`config.mk`:
```
export PLATFORM = sky130hd
export DESIGN_NAME = tcq_cmp
export DESIGN_NICKNAME = d
export VERILOG_FILES = /design/src/design/tcq_pkg.sv /design/src/design/tcq_cmp.sv
export SDC_FILE = /design/constraint.sdc
export NUM_CORES = 1
export LEC_CHECK = 0
export BUFFER_PORTS_ARGS = -buffer_cell sky130_fd_sc_hd__buf_2
export CORE_MARGIN = 10
export CORE_UTILIZATION = 40
export DETAILED_ROUTE_END_ITERATION = 12
export PLACE_DENSITY = 0.84
export SLEW_MARGIN = 0
export SYNTH_ARGS = -nofsm -noshare
export SYNTH_HDL_FRONTEND = slang
export SYNTH_SLANG_ARGS = --single-unit
export TNS_END_PERCENT = 10
```
`constraint.sdc`:
```
create_clock -name vclk -period 1.8
set_input_delay 0 -clock vclk [all_inputs]
set_output_delay 0 -clock vclk [all_outputs]
set_load 0.02 [all_outputs]
```
`src/design/tcq_pkg.sv`:
```
// Package for the timed command queue: shared types, codes and field widths.
// No dependencies; used by every module of the block.
package tcq_pkg;

    localparam int TIME_W = 32;
    localparam int REQ_W  = 31;
    localparam int OBJ_W  = 32;
    localparam int FN_W   = 32;
    localparam int TAG_W  = 16;
    localparam int REM_W  = 7;

    // Command codes carried in the slave-side tuser.
    localparam logic [2:0] OP_SCHED_CMD  = 3'd0;
    localparam logic [2:0] OP_SCHED_FN   = 3'd1;
    localparam logic [2:0] OP_UPDATE     = 3'd2;
    localparam logic [2:0] OP_CANCEL_OBJ = 3'd3;
    localparam logic [2:0] OP_CANCEL_REQ = 3'd4;

    localparam logic [1:0] KIND_REPLY    = 2'd0;
    localparam logic [1:0] KIND_DISPATCH = 2'd1;
    localparam logic [1:0] KIND_CANCEL   = 2'd2;
    localparam logic [1:0] KIND_NONE_DUE = 2'd3;

    localparam logic [1:0] DK_FUNCTION = 2'd0;
    localparam logic [1:0] DK_OBJECT   = 2'd1;
    localparam logic [1:0] DK_GLOBAL   = 2'd2;

    localparam logic [1:0] STATUS_OK    = 2'd0;
    localparam logic [1:0] STATUS_EMPTY = 2'd1;
    localparam logic [1:0] STATUS_FULL  = 2'd2;

    typedef struct packed {
        logic [TIME_W-1:0] etime;
        logic [REQ_W-1:0]  request;
        logic [OBJ_W-1:0]  object;
        logic [FN_W-1:0]   func;
        logic [TAG_W-1:0]  tag;
    } t_entry;

    typedef struct packed {
        logic [1:0]       kind;
        logic [REQ_W-1:0] request;
        logic [OBJ_W-1:0] object;
        logic [FN_W-1:0]  func;
        logic [TAG_W-1:0] tag;
        logic [1:0]       dkind;
        logic [1:0]       status;
        logic [REM_W-1:0] removed;
        logic             last;
    } t_result;

    typedef enum logic [1:0] {
        SOP_NONE,
        SOP_INSERT,
        SOP_REMOVE
    } t_store_op;

    typedef enum logic [2:0] {
        ST_IDLE,
        ST_INS_SCAN,
        ST_INS_PUT,
        ST_UPD_HEAD,
        ST_UPD_NEXT,
        ST_CAN_SCAN,
        ST_OUT
    } t_state;

endpackage

```
`src/design/tcq_cmp.sv`:
```
// Shared compare unit of the timed command queue: one unsigned 32-bit
// magnitude and equality compare against the current key. Uses tcq_pkg.
module tcq_cmp
    import tcq_pkg::*;
(
    input  logic [TIME_W-1:0] i_a,
    input  logic [TIME_W-1:0] i_key,
    output logic              o_le,
    output logic              o_eq
);

    assign o_le = (i_a <= i_key);
    assign o_eq = (i_a == i_key);

endmodule

```
==> results.py <==
metrics = {
    "critical_path": {
        "path_max_fanout": 3,
        "worstSetupEndpointType": "output pin",
        "cp_data_arrival_time_ps": 1390,
        "critPathKind": "input port to output pin",
        "start_kind": "input port",
        "required_ps": 1800,
        "cp-startpoint": "i_a[27]",
    },
    "global_route": {
        "track_usage_pct": 10.90,
        "grt_max_degree": 4,
        "grt_pass1_vias": 1074,
        "grt_antenna_before_repair": 0,
        "grt_pass1_wl_um": 4057,
        "gr-total-overflow": 0,
    },
    "cells_and_area": {
        "design.seq.count": 0,
        "clock_buffers": 0,
        "drive_gt1_share_pct": 39.01,
        "diodes": 0,
        "seq_area_um2": 0,
        "fin_nets": 280,
        "areaGrowthSynthToFinish_pct": 43.89,
        "n_fill_cell": 195,
        "layout.cells.non_filler": 209,
    },
    "sta": {
        "finalSetupTns_ps": 0,
        "rsz0062_at_grt": "false",
        "tightestPinTransition_ps": 245.9,
        "setup_violations": 0,
        "hold_ws_ps": 541.8,
        "finalCritPeriodShare_pct": 76.96,
        "finalWorstSetupSlack_ps": 414.7,
        "hold_viol": 0,
        "max_freq_ghz": 0.7219,
        "max-slew-margin-rel_pct": 83.61,
        "fin_crit_ps": 1385,
        "drv_slew": 0,
    },
    "min_path": {
        "hp-start": "i_a[31]",
        "hp-class": "input port to output pin",
    },
    "route": {
        "avgRoutedWirePerCell_um": 12.35,
        "routed_wl_um": 2582,
        "dr_total_vias": 1004,
        "firstDrtPassIters": 2,
        "drt_iter0_markers": 24,
        "viasPerCell": 4.804,
        "drc_errors": 0,
        "ant_nets": 0,
    },
    "synthesis": {
        "syn_avg_cell_area_um2": 7.151,
        "syn-cell-area_um2": 829.5,
        "seq_area_frac_synth_pct": 0,
        "yosysTopAreaCellShare_pct": 48.27,
        "yosys-top-cells-area": "ha_1 48%, inv_1 15%, a21oi_1 6.6%, nand2_1 4.1%, a221oi_1 3.2%",
        "syn_nets": 212,
        "ys_warn_count": 0,
        "synth_cells": 116,
        "ys_types": 24,
        "yosys.area.top_type": "ha_1",
    },
    "power_and_ir_drop": {
        "peakVddDrop_mv": 0.09096,
        "leakagePower_nw": 0.8044,
        "power.density_mw_per_mm2": 195.2,
    },
    "run": {
        "cap_violations": 0,
    },
    "placement": {
        "hpwl_um": 2496,
        "dp.cells": 209,
        "gp_congestion": 0.8422,
        "place_worst_setup_slack_ps": 417.1,
        "port_buffers": 66,
    },
    "floorplan": {
        "start_util_pct": 42.28,
        "fp.dieW_um": 65.54,
        "die_area_mm2": 0.004295,
        "io_pins": 66,
        "core_area_mm2": 0.001962,
        "fp.dieH_um": 65.54,
        "rows": 16,
    },
    "clock_tree": {
        "cts_resized": 0,
        "cts_setup_buffers": 0,
        "holdBufCountCts": 0,
    },
    "status": {
        "status": "complete, no violations",
    },
}
## power breakdown
group | internal (mW) | switching, mW
logic | 0.122 | 0.111
clock network | 0 | 0
registers | 0 | 0
total | 0.122 | 0.111
## cells in the mapped netlist
cell type,instances
inv_1,33
ha_1,32
a21oi_1,11
nand2_1,9
nand4_1,4
a221oi_1,3
nand3_1,3
nor2_1,3
o21ai_1,3
a21o_1,1
a31oi_1,1
and4_1,1
nand2_2,1
nand2b_1,1
nand3_2,1
nand4_2,1
nor2_2,1
nor2b_1,1
nor3_4,1
o211a_1,1
o211ai_1,1
o21ai_0,1
o21bai_1,1
o31ai_1,1
## routing by layer
layer / vias up / wire, µm / GRT usage, %
met5: - / 0 / 0
met4: 0 / 8 / 0.5348
met3: 2 / 237 / 3.559
met2: 40 / 1334 / 23.05
met1: 430 / 1002 / 10.06
li1: 532 / - / -
## critical path, cell delays in order
cell      delay, ps
buf_2           100
ha_1            320
a21oi_1         130
o21ai_1          90
a221oi_1        300
o31ai_1         120
o21bai_1        140
buf_2           190
## area by class of cell
class                           count  area (µm²)  area share [%]
Timing Repair Buffer               66       330.3           27.67
Inverter                           33       123.9           10.38
Tap cell                           27       33.78           2.830
Multi-Input combinational cell     83       705.7           59.12
## path summary, 6_finish.rpt
path | to | cells past startpoint
setup / recovery | o_le | 8
hold / removal | o_le | 6
## layout by cell type (no fill, tap or decap), types with 3 or more instances in the layout
cell type and n:
ha_1 32, nor2_1 3, nand4_1 4, buf_2 66, a221oi_1 3, nand2_1 9, nand3_1 3, o21ai_1 3
inv_1 33, a21oi_1 11
## logic make-up after synthesis
logic type               after synthesis  synth area share [%]
AO/OA/AOI/OAI                         24                 17.80
buffers and inverters                 33                 14.93
AND/OR/NAND/NOR                       27                 19.01
adder cells (fa/ha/maj)               32                 48.26
## stage by stage
stage                     power [mW]  util, %  area, µm²
after floorplan               0.1311        -      829.5
after global placement        0.2178    60.84       1194
after detailed placement      0.2345    60.84       1194
after CTS                     0.2360    60.84       1194
after global routing          0.2694    60.84       1194
final                         0.2330    60.84       1194
Power figures use the tool's default switching activity.
